--- config.mk ---
export PLATFORM = sky130hd
export DESIGN_NAME = murmur64a_stream_hash_top
export DESIGN_NICKNAME = d
export VERILOG_FILES = /design/src/rtl/msh_pkg.sv /design/src/rtl/murmur64a_stream_hash_top.sv /design/src/rtl/msh_front.sv /design/src/rtl/msh_fifo.sv /design/src/rtl/msh_mul.sv /design/src/rtl/msh_back.sv
export SDC_FILE = /design/constraint.sdc
export NUM_CORES = 2
export LEC_CHECK = 0
export ABC_CLOCK_PERIOD_IN_PS = 8600
export BUFFER_PORTS_ARGS = -buffer_cell sky130_fd_sc_hd__buf_2
export CORE_MARGIN = 4
export CORE_UTILIZATION = 50
export DETAILED_ROUTE_END_ITERATION = 6
export PLACE_DENSITY = 0.69
export SLEW_MARGIN = 20
export SYNTH_ARGS = -nofsm -noshare
export SYNTH_HDL_FRONTEND = slang
export SYNTH_SLANG_ARGS = --single-unit
--- constraint.sdc ---
create_clock -name clock -period 8.6 [get_ports clock]
set_input_delay 0.86 -clock clock [delete_from_list [all_inputs] [get_ports clock]]
set_output_delay 0.86 -clock clock [all_outputs]
set_load 0.005 [all_outputs]
--- src/rtl/msh_pkg.sv ---
// Shared types and constants for the MurmurHash64A stream hash block.
package msh_pkg;

   localparam logic [63:0] MIX_MUL = 64'hc6a4a7935bd1e995;
   localparam int unsigned MIX_SHIFT = 47;
   localparam logic [63:0] SEED_RESET = 64'h0000_0000_41C6_4E6D;
   localparam int unsigned MSH_QUEUE_DEPTH = 2;

   typedef enum logic [1:0] {
      KIND_NONE = 2'd0,
      KIND_PART = 2'd1,
      KIND_FULL = 2'd2
   } kind_type;

   typedef struct packed {
      logic        first;
      logic        last;
      kind_type    kind;
      logic [63:0] word;
      logic [31:0] len;
   } msh_item_type;

endpackage

--- src/rtl/murmur64a_stream_hash_top.sv ---
// MurmurHash64A stream hash: 64-bit little-endian message words in, one 64-bit
// hash out per message. The first request of a message carries the total byte
// length; the last request marks the end and yields the hash in rsp_hash_value.
// Requests enter a short queue and are taken by the hash engine one at a time.
// All multiplies by the mix constant go through one shared 32x32 multiplier,
// three partial products per 64-bit multiply. A full word takes 3 multiplies,
// a partial word 1, the first word of a message adds 1 multiply for the length
// term, and the last word adds 1 multiply and a step that loads the result
// register. The seed is written through csr_wr_en/csr_wr_data and applies to
// messages started afterwards.
module murmur64a_stream_hash_top #(
   parameter int unsigned QueueDepth = msh_pkg::MSH_QUEUE_DEPTH
) (
   input  logic        clock,
   input  logic        reset,
   input  logic        req_valid,
   output logic        req_ready,
   input  logic [63:0] req_data_word,
   input  logic [3:0]  req_valid_bytes,
   input  logic        req_last_word,
   input  logic [31:0] req_message_length,
   output logic        rsp_valid,
   input  logic        rsp_ready,
   output logic [63:0] rsp_hash_value,
   input  logic        csr_wr_en,
   input  logic [63:0] csr_wr_data
);
   import msh_pkg::*;

   logic         q_push, q_push_ready;
   msh_item_type q_push_item;
   logic         q_pop, q_pop_valid;
   msh_item_type q_pop_item;

   msh_front u_front (
      .clock              (clock),
      .reset              (reset),
      .req_valid          (req_valid),
      .req_ready          (req_ready),
      .req_data_word      (req_data_word),
      .req_valid_bytes    (req_valid_bytes),
      .req_last_word      (req_last_word),
      .req_message_length (req_message_length),
      .q_ready            (q_push_ready),
      .q_push             (q_push),
      .q_item             (q_push_item)
   );

   msh_fifo #(
      .Depth (QueueDepth)
   ) u_fifo (
      .clock      (clock),
      .reset      (reset),
      .push       (q_push),
      .push_item  (q_push_item),
      .push_ready (q_push_ready),
      .pop        (q_pop),
      .pop_valid  (q_pop_valid),
      .pop_item   (q_pop_item)
   );

   msh_back u_back (
      .clock          (clock),
      .reset          (reset),
      .q_valid        (q_pop_valid),
      .q_item         (q_pop_item),
      .q_pop          (q_pop),
      .csr_wr_en      (csr_wr_en),
      .csr_wr_data    (csr_wr_data),
      .rsp_valid      (rsp_valid),
      .rsp_ready      (rsp_ready),
      .rsp_hash_value (rsp_hash_value)
   );

endmodule

--- src/rtl/msh_front.sv ---
// Front end: accepts requests, tracks message start and classifies each word.
module msh_front (
   input  logic                  clock,
   input  logic                  reset,
   input  logic                  req_valid,
   output logic                  req_ready,
   input  logic [63:0]           req_data_word,
   input  logic [3:0]            req_valid_bytes,
   input  logic                  req_last_word,
   input  logic [31:0]           req_message_length,
   input  logic                  q_ready,
   output logic                  q_push,
   output msh_pkg::msh_item_type q_item
);
   import msh_pkg::*;

   logic       in_msg_ff;
   logic       in_msg_in;
   logic [7:0] byte_keep;

   assign req_ready = q_ready;
   assign q_push    = req_valid & q_ready;

   // Keep byte i only when it lies below the byte count.
   always_comb begin
      for (int i = 0; i < 8; i++) begin
         byte_keep[i] = (4'(i) < req_valid_bytes);
      end
   end

   always_comb begin
      q_item.first = ~in_msg_ff;
      q_item.last  = req_last_word;
      q_item.len   = req_message_length;
      if (req_valid_bytes >= 4'd8) begin
         q_item.kind = KIND_FULL;
      end else if (req_valid_bytes != 4'd0) begin
         q_item.kind = KIND_PART;
      end else begin
         q_item.kind = KIND_NONE;
      end
      for (int i = 0; i < 8; i++) begin
         q_item.word[8*i +: 8] = byte_keep[i] ? req_data_word[8*i +: 8] : 8'h00;
      end
   end

   always_comb begin
      in_msg_in = in_msg_ff;
      if (q_push) begin
         in_msg_in = ~req_last_word;
      end
   end

   always_ff @(posedge clock) begin
      if (reset) begin
         in_msg_ff <= 1'b0;
      end else begin
         in_msg_ff <= in_msg_in;
      end
   end

endmodule

--- src/rtl/msh_fifo.sv ---
// Short request queue between the front end and the hash engine.
module msh_fifo #(
   parameter int unsigned Depth = msh_pkg::MSH_QUEUE_DEPTH
) (
   input  logic                  clock,
   input  logic                  reset,
   input  logic                  push,
   input  msh_pkg::msh_item_type push_item,
   output logic                  push_ready,
   input  logic                  pop,
   output logic                  pop_valid,
   output msh_pkg::msh_item_type pop_item
);
   import msh_pkg::*;

   localparam int unsigned PtrW = (Depth > 1) ? $clog2(Depth) : 1;
   localparam int unsigned CntW = $clog2(Depth + 1);

   msh_item_type    store_ff [Depth];
   logic [PtrW-1:0] wr_ptr_ff, wr_ptr_in;
   logic [PtrW-1:0] rd_ptr_ff, rd_ptr_in;
   logic [CntW-1:0] count_ff, count_in;
   logic            do_push, do_pop;

   assign push_ready = (count_ff != CntW'(Depth));
   assign pop_valid  = (count_ff != '0);
   assign pop_item   = store_ff[rd_ptr_ff];
   assign do_push    = push & push_ready;
   assign do_pop     = pop & pop_valid;

   always_comb begin
      wr_ptr_in = wr_ptr_ff;
      rd_ptr_in = rd_ptr_ff;
      count_in  = count_ff;
      if (do_push) begin
         wr_ptr_in = (wr_ptr_ff == PtrW'(Depth - 1)) ? '0 : wr_ptr_ff + PtrW'(1);
      end
      if (do_pop) begin
         rd_ptr_in = (rd_ptr_ff == PtrW'(Depth - 1)) ? '0 : rd_ptr_ff + PtrW'(1);
      end
      if (do_push && !do_pop) begin
         count_in = count_ff + CntW'(1);
      end else if (do_pop && !do_push) begin
         count_in = count_ff - CntW'(1);
      end
   end

   always_ff @(posedge clock) begin
      if (do_push) begin
         store_ff[wr_ptr_ff] <= push_item;
      end
   end

   always_ff @(posedge clock) begin
      if (reset) begin
         wr_ptr_ff <= '0;
         rd_ptr_ff <= '0;
         count_ff  <= '0;
      end else begin
         wr_ptr_ff <= wr_ptr_in;
         rd_ptr_ff <= rd_ptr_in;
         count_ff  <= count_in;
      end
   end

endmodule

--- src/rtl/msh_mul.sv ---
// Multiplier by the mix constant modulo 2^64, one 32x32 product per cycle.
module msh_mul (
   input  logic        clock,
   input  logic        reset,
   input  logic        start,
   input  logic [63:0] operand,
   output logic        done,
   output logic [63:0] result
);
   import msh_pkg::*;

   localparam logic [31:0] MulLo = MIX_MUL[31:0];
   localparam logic [31:0] MulHi = MIX_MUL[63:32];

   logic        busy_ff, busy_in;
   logic        done_ff, done_in;
   logic [1:0]  cnt_ff, cnt_in;
   logic [63:0] x_ff, x_in;
   logic [63:0] prod_ff, prod_in;
   logic [63:0] acc_ff, acc_in;
   logic [31:0] a_op, b_op;

   assign done   = done_ff;
   assign result = acc_ff;

   // Partial products: lo*lo in full, then the two cross terms into the upper half.
   always_comb begin
      case (cnt_ff)
         2'd0: begin
            a_op = x_ff[31:0];
            b_op = MulLo;
         end
         2'd1: begin
            a_op = x_ff[63:32];
            b_op = MulLo;
         end
         2'd2: begin
            a_op = x_ff[31:0];
            b_op = MulHi;
         end
         default: begin
            a_op = x_ff[31:0];
            b_op = MulLo;
         end
      endcase
   end

   assign prod_in = 64'(a_op) * 64'(b_op);

   always_comb begin
      busy_in = busy_ff;
      done_in = 1'b0;
      cnt_in  = cnt_ff;
      x_in    = x_ff;
      acc_in  = acc_ff;
      if (start && !busy_ff) begin
         busy_in = 1'b1;
         cnt_in  = 2'd0;
         x_in    = operand;
      end else if (busy_ff) begin
         cnt_in = cnt_ff + 2'd1;
         case (cnt_ff)
            2'd0: acc_in = acc_ff;
            2'd1: acc_in = prod_ff;
            2'd2: acc_in = {acc_ff[63:32] + prod_ff[31:0], acc_ff[31:0]};
            2'd3: begin
               acc_in  = {acc_ff[63:32] + prod_ff[31:0], acc_ff[31:0]};
               busy_in = 1'b0;
               done_in = 1'b1;
            end
            default: acc_in = acc_ff;
         endcase
      end
   end

   always_ff @(posedge clock) begin
      x_ff    <= x_in;
      prod_ff <= prod_in;
      acc_ff  <= acc_in;
   end

   always_ff @(posedge clock) begin
      if (reset) begin
         busy_ff <= 1'b0;
         done_ff <= 1'b0;
         cnt_ff  <= 2'd0;
      end else begin
         busy_ff <= busy_in;
         done_ff <= done_in;
         cnt_ff  <= cnt_in;
      end
   end

endmodule

--- src/rtl/msh_back.sv ---
// Hash engine: runs the length, mix, fold and finalize steps and holds the result register.
module msh_back (
   input  logic                  clock,
   input  logic                  reset,
   input  logic                  q_valid,
   input  msh_pkg::msh_item_type q_item,
   output logic                  q_pop,
   input  logic                  csr_wr_en,
   input  logic [63:0]           csr_wr_data,
   output logic                  rsp_valid,
   input  logic                  rsp_ready,
   output logic [63:0]           rsp_hash_value
);
   import msh_pkg::*;

   typedef enum logic [7:0] {
      ST_IDLE  = 8'b0000_0001,
      ST_INIT  = 8'b0000_0010,
      ST_MIXK1 = 8'b0000_0100,
      ST_MIXK2 = 8'b0000_1000,
      ST_FOLD  = 8'b0001_0000,
      ST_PART  = 8'b0010_0000,
      ST_FIN   = 8'b0100_0000,
      ST_OUT   = 8'b1000_0000
   } state_type;

   state_type    state_ff, state_in;
   logic         issued_ff, issued_in;
   msh_item_type cur_ff, cur_in;
   logic [63:0]  h_ff, h_in;
   logic [63:0]  k_ff, k_in;
   logic [63:0]  seed_ff, seed_in;
   logic         rsp_valid_ff, rsp_valid_in;
   logic [63:0]  rsp_hash_ff, rsp_hash_in;
   logic         mul_state;
   logic         mul_start;
   logic [63:0]  mul_operand;
   logic         mul_done;
   logic [63:0]  mul_result;
   logic [63:0]  h_fin;

   function automatic state_type op_state(kind_type kind, logic last);
      state_type nxt;
      case (kind)
         KIND_FULL: nxt = ST_MIXK1;
         KIND_PART: nxt = ST_PART;
         default:   nxt = last ? ST_FIN : ST_IDLE;
      endcase
      return nxt;
   endfunction

   function automatic state_type end_state(logic last);
      return last ? ST_FIN : ST_IDLE;
   endfunction

   assign rsp_valid      = rsp_valid_ff;
   assign rsp_hash_value = rsp_hash_ff;
   assign h_fin          = h_ff ^ (h_ff >> MIX_SHIFT);

   assign mul_state = (state_ff == ST_INIT) || (state_ff == ST_MIXK1) ||
                      (state_ff == ST_MIXK2) || (state_ff == ST_FOLD) ||
                      (state_ff == ST_PART) || (state_ff == ST_FIN);
   assign mul_start = mul_state & ~issued_ff;

   always_comb begin
      case (state_ff)
         ST_INIT:  mul_operand = {32'd0, cur_ff.len};
         ST_MIXK1: mul_operand = cur_ff.word;
         ST_MIXK2: mul_operand = k_ff;
         ST_FOLD:  mul_operand = h_ff;
         ST_PART:  mul_operand = h_ff ^ cur_ff.word;
         ST_FIN:   mul_operand = h_fin;
         default:  mul_operand = h_ff;
      endcase
   end

   msh_mul u_mul (
      .clock   (clock),
      .reset   (reset),
      .start   (mul_start),
      .operand (mul_operand),
      .done    (mul_done),
      .result  (mul_result)
   );

   always_comb begin
      state_in     = state_ff;
      issued_in    = issued_ff;
      cur_in       = cur_ff;
      h_in         = h_ff;
      k_in         = k_ff;
      seed_in      = csr_wr_en ? csr_wr_data : seed_ff;
      rsp_valid_in = rsp_valid_ff & ~rsp_ready;
      rsp_hash_in  = rsp_hash_ff;
      q_pop        = 1'b0;

      if (mul_start) begin
         issued_in = 1'b1;
      end
      if (mul_state && mul_done) begin
         issued_in = 1'b0;
      end

      case (state_ff)
         ST_IDLE: begin
            if (q_valid) begin
               q_pop    = 1'b1;
               cur_in   = q_item;
               state_in = q_item.first ? ST_INIT : op_state(q_item.kind, q_item.last);
            end
         end
         ST_INIT: begin
            if (mul_done) begin
               h_in     = seed_ff ^ mul_result;
               state_in = op_state(cur_ff.kind, cur_ff.last);
            end
         end
         ST_MIXK1: begin
            if (mul_done) begin
               k_in     = mul_result ^ (mul_result >> MIX_SHIFT);
               state_in = ST_MIXK2;
            end
         end
         ST_MIXK2: begin
            if (mul_done) begin
               h_in     = h_ff ^ mul_result;
               state_in = ST_FOLD;
            end
         end
         ST_FOLD, ST_PART: begin
            if (mul_done) begin
               h_in     = mul_result;
               state_in = end_state(cur_ff.last);
            end
         end
         ST_FIN: begin
            if (mul_done) begin
               h_in     = mul_result;
               state_in = ST_OUT;
            end
         end
         ST_OUT: begin
            // Hold until the result register is free.
            if (!rsp_valid_ff || rsp_ready) begin
               rsp_valid_in = 1'b1;
               rsp_hash_in  = h_fin;
               h_in         = h_fin;
               state_in     = ST_IDLE;
            end
         end
         default: state_in = ST_IDLE;
      endcase
   end

   always_ff @(posedge clock) begin
      cur_ff      <= cur_in;
      h_ff        <= h_in;
      k_ff        <= k_in;
      rsp_hash_ff <= rsp_hash_in;
   end

   always_ff @(posedge clock) begin
      if (reset) begin
         state_ff     <= ST_IDLE;
         issued_ff    <= 1'b0;
         seed_ff      <= SEED_RESET;
         rsp_valid_ff <= 1'b0;
      end else begin
         state_ff     <= state_in;
         issued_ff    <= issued_in;
         seed_ff      <= seed_in;
         rsp_valid_ff <= rsp_valid_in;
      end
   end

endmodule

# == Yosys cells after proc, flatten, opt, wreduce, memory -nomap -nowiden ==
# Memories as Yosys holds them, arrays and structs flattened. A register that Yosys moved wholly into a read port is not among the register bits.
# Cells that the tools add are included.
# totals
reg_bits,566
latch_bits,0
mem_bits_rw,200
romBits,0
out_inout_bits,66
word_cells,161
memories,1
# op_classes
n_addsub,6
mul,1
div,0
order_cmp,9
eq_ne,24
shift,0
muxes,48
bitwise_logic,18
reduce_logical,32
# mem_list
memory,words,word_bits,read_ports,rd_ports_with_merged_regs,write_ports,line,text
u_fifo.store_ff,2,100,1,1,1,msh_fifo.sv:19,msh_item_type store_ff [Depth];
# op_table
cell,count
one-hot mux 64 bit (5 select lines),1
two-way mux 64 bit,4
one-hot mux 64 bit (4 select lines),1
XOR 64 bit,3
two-way mux 8 bit,16
one-hot mux 64 bit (2 select lines),1
XOR 64 x 17 -> 64 bit,2
multiplier 32 x 32 -> 64 bit,1
two-way mux 32 bit,2
one-hot mux 8 bit (7 select lines),1
adder 32 bit,1
one-hot mux 8 bit (2 select lines),2
less-than comparator 3 x 4 -> 1 bit (first input constant),4
two-way mux 1 bit,15
two-way mux 7 bit,2
!= test 2 bit (second input constant),7
equality test 2 bit (second input constant),4
equality test 8 x 1 -> 1 bit (second input constant),1
equality test 8 x 2 -> 1 bit (second input constant),1
equality test 8 x 3 -> 1 bit (second input constant),1
equality test 8 x 4 -> 1 bit (second input constant),1
equality test 8 x 5 -> 1 bit (second input constant),1
equality test 8 x 6 -> 1 bit (second input constant),1
equality test 8 x 7 -> 1 bit (second input constant),1
other kinds (25),64

# == Logic depth before layout (Yosys ltp) ==
# logic_depth
word_depth,10
mapped_depth,35
ltp_nobuf,31

# == Hierarchy ==
# From an unflattened synthesis, not the netlist that was laid out.
# unflattened
cells_unflattened,4959
area_unflattened_um2,57186.1
# modules_own_cells
mod,n_inst,cells_each,area_per_inst_um2
msh_mul,1,3129,32577.5
msh_back,1,1378,16324.4
msh_fifo,1,335,7474.7
msh_front,1,117,809.5

# == Worst setup path after synthesis ==
# Ideal clock, no wire load.
# synth_path
path_type,flip-flop to flip-flop
startpoint,reg u_back.u_mul.cnt_ff[1]
endpoint,reg u_back.u_mul.prod_ff[49]
setup_time_ps,120
t_arrival_ps,8829
setup_slack_ps,-349
stages_incl_launch_ff,31
path_buffers,4
period_less_slack_ps,8949
cell_sequence,dfxtp_1 -> inv_1 -> ha_1 -> clkbuf_1 -> clkbuf_1 -> buf_1 -> mux2i_1 -> inv_1 -> nand2_1 -> inv_1 -> fa_1 -> fa_1 -> inv_1 -> fa_1 -> fa_1 -> fa_1 -> inv_1 -> fa_1 -> fa_1 -> fa_1 -> ha_1 -> clkbuf_1 -> nand2_1 -> nor2_1 -> nand2_1 -> a2111oi_2 -> o211ai_1 -> o31a_1 -> o31ai_4 -> a41oi_1 -> xnor2_1
# synth_between
elab_chain_cells,3
elab_cells_between_ends,5
classes_between,1 x mul; 2 x eq/ne; 2 x mux
# synth_lines
element,line,text
start: declaration,msh_mul.sv:17,"logic [1:0] cnt_ff, cnt_in;"
start signal: assignment,msh_mul.sv:90,cnt_ff <= cnt_in;
equality test 2 x 1 -> 1 bit / equality test 2 bit (equally long branches),msh_mul.sv:28,case (cnt_ff)
two-way mux 32 bit,msh_mul.sv:28,
multiplier 32 x 32 -> 64 bit (*),msh_mul.sv:48,assign prod_in = 64'(a_op) * 64'(b_op);
net u_back.u_mul.prod_in[49],msh_mul.sv:19,"logic [63:0] prod_ff, prod_in;"
end signal: assignment,msh_mul.sv:78,prod_ff <= prod_in;
end: declaration,msh_mul.sv:19,
# Mark *: on every way through the listed nets, which the timed path passes. The rest lies on a longest branch.
# A chain may end at the register's enable or synchronous reset.

# == Worst setup path after layout ==
# Ends and elaborated chain as after synthesis.

==> impl_metrics.py <==
metrics = {
    "status": {
        "status": "complete, no violations",
    },
    "global_routing": {
        "grt_pass1_wl_mm": 253,
        "first_global_vias": 39200,
        "grtUsageTotal": 0.295,
        "gr-total-overflow": 0,
        "antenna_found_initial": 11,
        "grt_max_degree": 91,
    },
    "clock_tree": {
        "h-tree-depth": 3,
        "cts_tree": "yes",
        "clkTransAtPathRegs_ps": 60,
        "cts_buffer_depth": 3,
        "clock_sinks": 767,
        "cts_made_buffers": 72,
        "clock_latency_ps": 630,
        "cts_root_buf": "clkbuf_16",
        "ctsHoldBuffers": 0,
    },
    "place": {
        "io_buffers": 235,
        "dp_hpwl_mm": 138,
        "gp_congestion": 0.998,
        "placed_area_sq_um": 60000,
    },
    "setup_path": {
        "reg2reg_depth": 30,
        "end_kind": "flop",
        "rrSetupSlack_ps": 220,
        "worstReg2RegStart": "u_back.u_mul.cnt_ff[1]",
        "slowest_delay_ps": 560,
        "critical_path.max_fanout": 11,
        "cp.required_ps": 9100,
        "cp_common_cell": "fa_1",
        "worstPathArrival_ps": 8880,
        "crit_family": "adder cells",
        "crit_buf_inv": 9,
        "slowest_stage": "fa_1",
        "startpoint_type": "flop",
        "reg2reg_to": "u_back.u_mul.prod_ff[49]",
        "setup.worst_path.class": "reg -> reg",
    },
    "route": {
        "antenna_left": 0,
        "vias_per_cell": 5.62,
        "totalWireLength_mm": 172,
        "wl_met1_mm": 71.0,
        "post-route-drc-count": 0,
        "wire_per_inst_microns": 25.3,
        "via_count": 38300,
        "met3_length_mm": 15.1,
        "drt-initial-drc-count": 3926,
        "drt-pass1-iter-count": 7,
        "top_layer_used": "met4",
        "wl_met2_mm": 78.9,
    },
    "yosys": {
        "yosysSeqAreaShare": 0.387,
        "synth_nets": 6109,
        "yosys.cell_types.count": 64,
        "synth_top_area_frac": 0.334,
        "syn_avg_cell_area_sq_um": 11.4,
        "synth_ff_type": "edfxtp_1",
        "async_reset_ff_frac": 0,
        "yosys_warnings": 0,
        "synth.area.top_cells": "edfxtp_1 (33%), fa_1 (22%), ha_1 (9.8%), inv_1 (5.7%), dfxtp_1 (5.3%)",
        "syn_inst": 4878,
        "synth_top_area_cell": "edfxtp_1",
        "netlist_area_sq_um": 55700,
        "synth_edf_count": 619,
        "ys_ff_latch": 767,
    },
    "timing": {
        "hold_viol": 0,
        "fin_crit_ps": 8380,
        "relSlewSlack": 0.279,
        "setup_viol": 0,
        "timing.fmax_mhz": 119,
        "clock_skew_ps": 30.8,
        "final.period_utilization": 0.975,
        "worstMarginPinSlew_ps": 1080,
        "slew_violations": 0,
    },
    "min_path": {
        "hold_path.class": "in -> reg",
        "min_to": "u_fifo.store_ff[1][21]",
        "min_from": "req_message_length[21]",
        "holdPathStages": 1,
    },
    "layout": {
        "antenna_cells": 0,
        "syn2layout_area_growth_pct": 12.7,
        "multi_input_area_sq_um": 30600,
        "post-route-cell-area_sq_um": 62800,
        "fin_nets": 6494,
        "seqCellArea_sq_um": 21600,
        "fin_util": 0.568,
        "nFillCells": 9346,
        "drive_gt1_frac": 0.147,
    },
    "die": {
        "die_h_microns": 342,
        "coreArea_sq_um": 111000,
        "rows": 122,
        "initial_core_util": 0.504,
        "die-area_sq_um": 117000,
        "dieWidth_microns": 342,
        "io_pins": 236,
    },
    "flow_run": {
        "max_cap_viol_count": 0,
    },
}
==> layout make-up <==
type	count	share of cell area
clock buffers	93	0.0321
clock inverters	39	0.00761
inverters	853	0.0513
multi-input cells	3091	0.488
flip-flops and latches	767	0.343
well taps	1488	0.0296
repair buffers	478	0.0485
==> sequential cells by signal, summed over array words and instances (netlist names), 2 cells and up, named ones only <==
register and cells:
u_fifo.store_ff 200, u_back.cur_ff 99, u_back.h_ff 64, u_back.k_ff 64, u_back.rsp_hash_value 64, u_back.seed_ff 64
u_back.u_mul.prod_ff 64, u_back.u_mul.result 64, u_back.u_mul.x_ff 64, u_back.state_ff 8, u_back.u_mul.cnt_ff 2, u_fifo.count_ff 2
==> through the flow <==
stage / hold WS (ps) / TNS [ps] / instances / setup WS (ps)
after floorplan: 443 / 0 / 4878 / 0.123
after global placement: 458 / -32.3 / 6666 / -32.3
after detailed placement: 467 / -560 / 6666 / -162
after CTS: 397 / 0 / 6799 / 37.0
after global routing: 405 / -127 / 6809 / -55.6
final: 423 / 0 / 6809 / 219
==> synth_stat cells, drive strengths merged (6+ instances only) <==
library cell,count
inv,849
fa,625
edfxtp,619
ha,436
nor2,320
nand2,295
a21oi,248
o21ai,211
clkbuf,150
dfxtp,148
mux2,113
xnor2,102
xor2,91
mux2i,86
nor2b,74
a21o,67
and2,66
a22oi,50
nor3,40
nand2b,25
nand4,25
a211o,19
nand3,19
a221o,17
buf,17
o21bai,17
a222oi,16
or2,15
a211oi,12
o21a,10
o31ai,10
nor4,9
a31oi,8
and3,7
nor3b,6
o211ai,6
o22ai,6
or3,6
==> cells by family (layout without fill, tap and decap cells) <==
family / after synthesis / count (layout) / share of synthesized area
buffers and inverters: 1020 / 1463 / 0.0688
AO/OA/AOI/OAI: 721 / 721 / 0.0790
XOR/XNOR: 193 / 193 / 0.0303
adder cells (fa/ha/maj): 1061 / 1061 / 0.322
multiplexers: 199 / 199 / 0.0383
flip-flops: 767 / 767 / 0.387
AND/OR/NAND/NOR: 915 / 915 / 0.0744
other: 2 / 2 / 0.000135
==> worst max path at each step <==
stage	endpoint	cells past startpoint	slack [ps]	start
global placement	u_back.u_mul.prod_ff[60]	30	-30	u_back.u_mul.cnt_ff[1]
detailed placement	u_back.u_mul.prod_ff[60]	30	-160	u_back.u_mul.cnt_ff[1]
global route	u_back.u_mul.prod_ff[49]	30	-60	u_back.u_mul.cnt_ff[1]
CTS	u_back.u_mul.prod_ff[49]	29	40	u_back.u_mul.cnt_ff[1]
floorplan	u_back.u_mul.prod_ff[49]	30	0.1	u_back.u_mul.cnt_ff[1]
finish	u_back.u_mul.prod_ff[49]	30	220	u_back.u_mul.cnt_ff[1]
==> placed cells by master, fill, tap and decap left out, types with 11 or more instances in the layout <==
master	count
a222oi_1	16
nand3_1	19
nor2_1	316
clkinv_2	12
a221o_1	17
mux2_2	108
and2_1	62
nor2b_1	72
o21ai_0	207
buf_2	234
o21bai_1	17
a211o_1	19
dfxtp_1	146
nand2_1	292
buf_4	238
clkinv_1	11
clkbuf_16	78
nand2b_1	25
edfxtp_1	619
ha_1	431
a21oi_1	244
or2_2	15
nor3_1	38
fa_1	625
mux2i_1	82
inv_1	840
a21o_1	67
xor2_1	91
nand4_1	25
clkbuf_1	13
xnor2_1	102
a22oi_1	50
==> what timing repair did <==
action	CTS	global route
gates cloned	0	1
resized for setup	3	52
setup buffers	1	9
pin swaps	0	4
hold endpoints to repair	0	0
setup endpoints to repair	12	22
==> per-layer routing <==
metal,up-vias,global-route usage
li1,16900,-
met1,19300,0.416
met2,1770,0.463
met3,312,0.0503
met4,0,0.107
met5,-,0
Power is left out: the tool's default activity adds up to more than one toggle a clock period on the data nets, which glitch-free logic cannot reach.
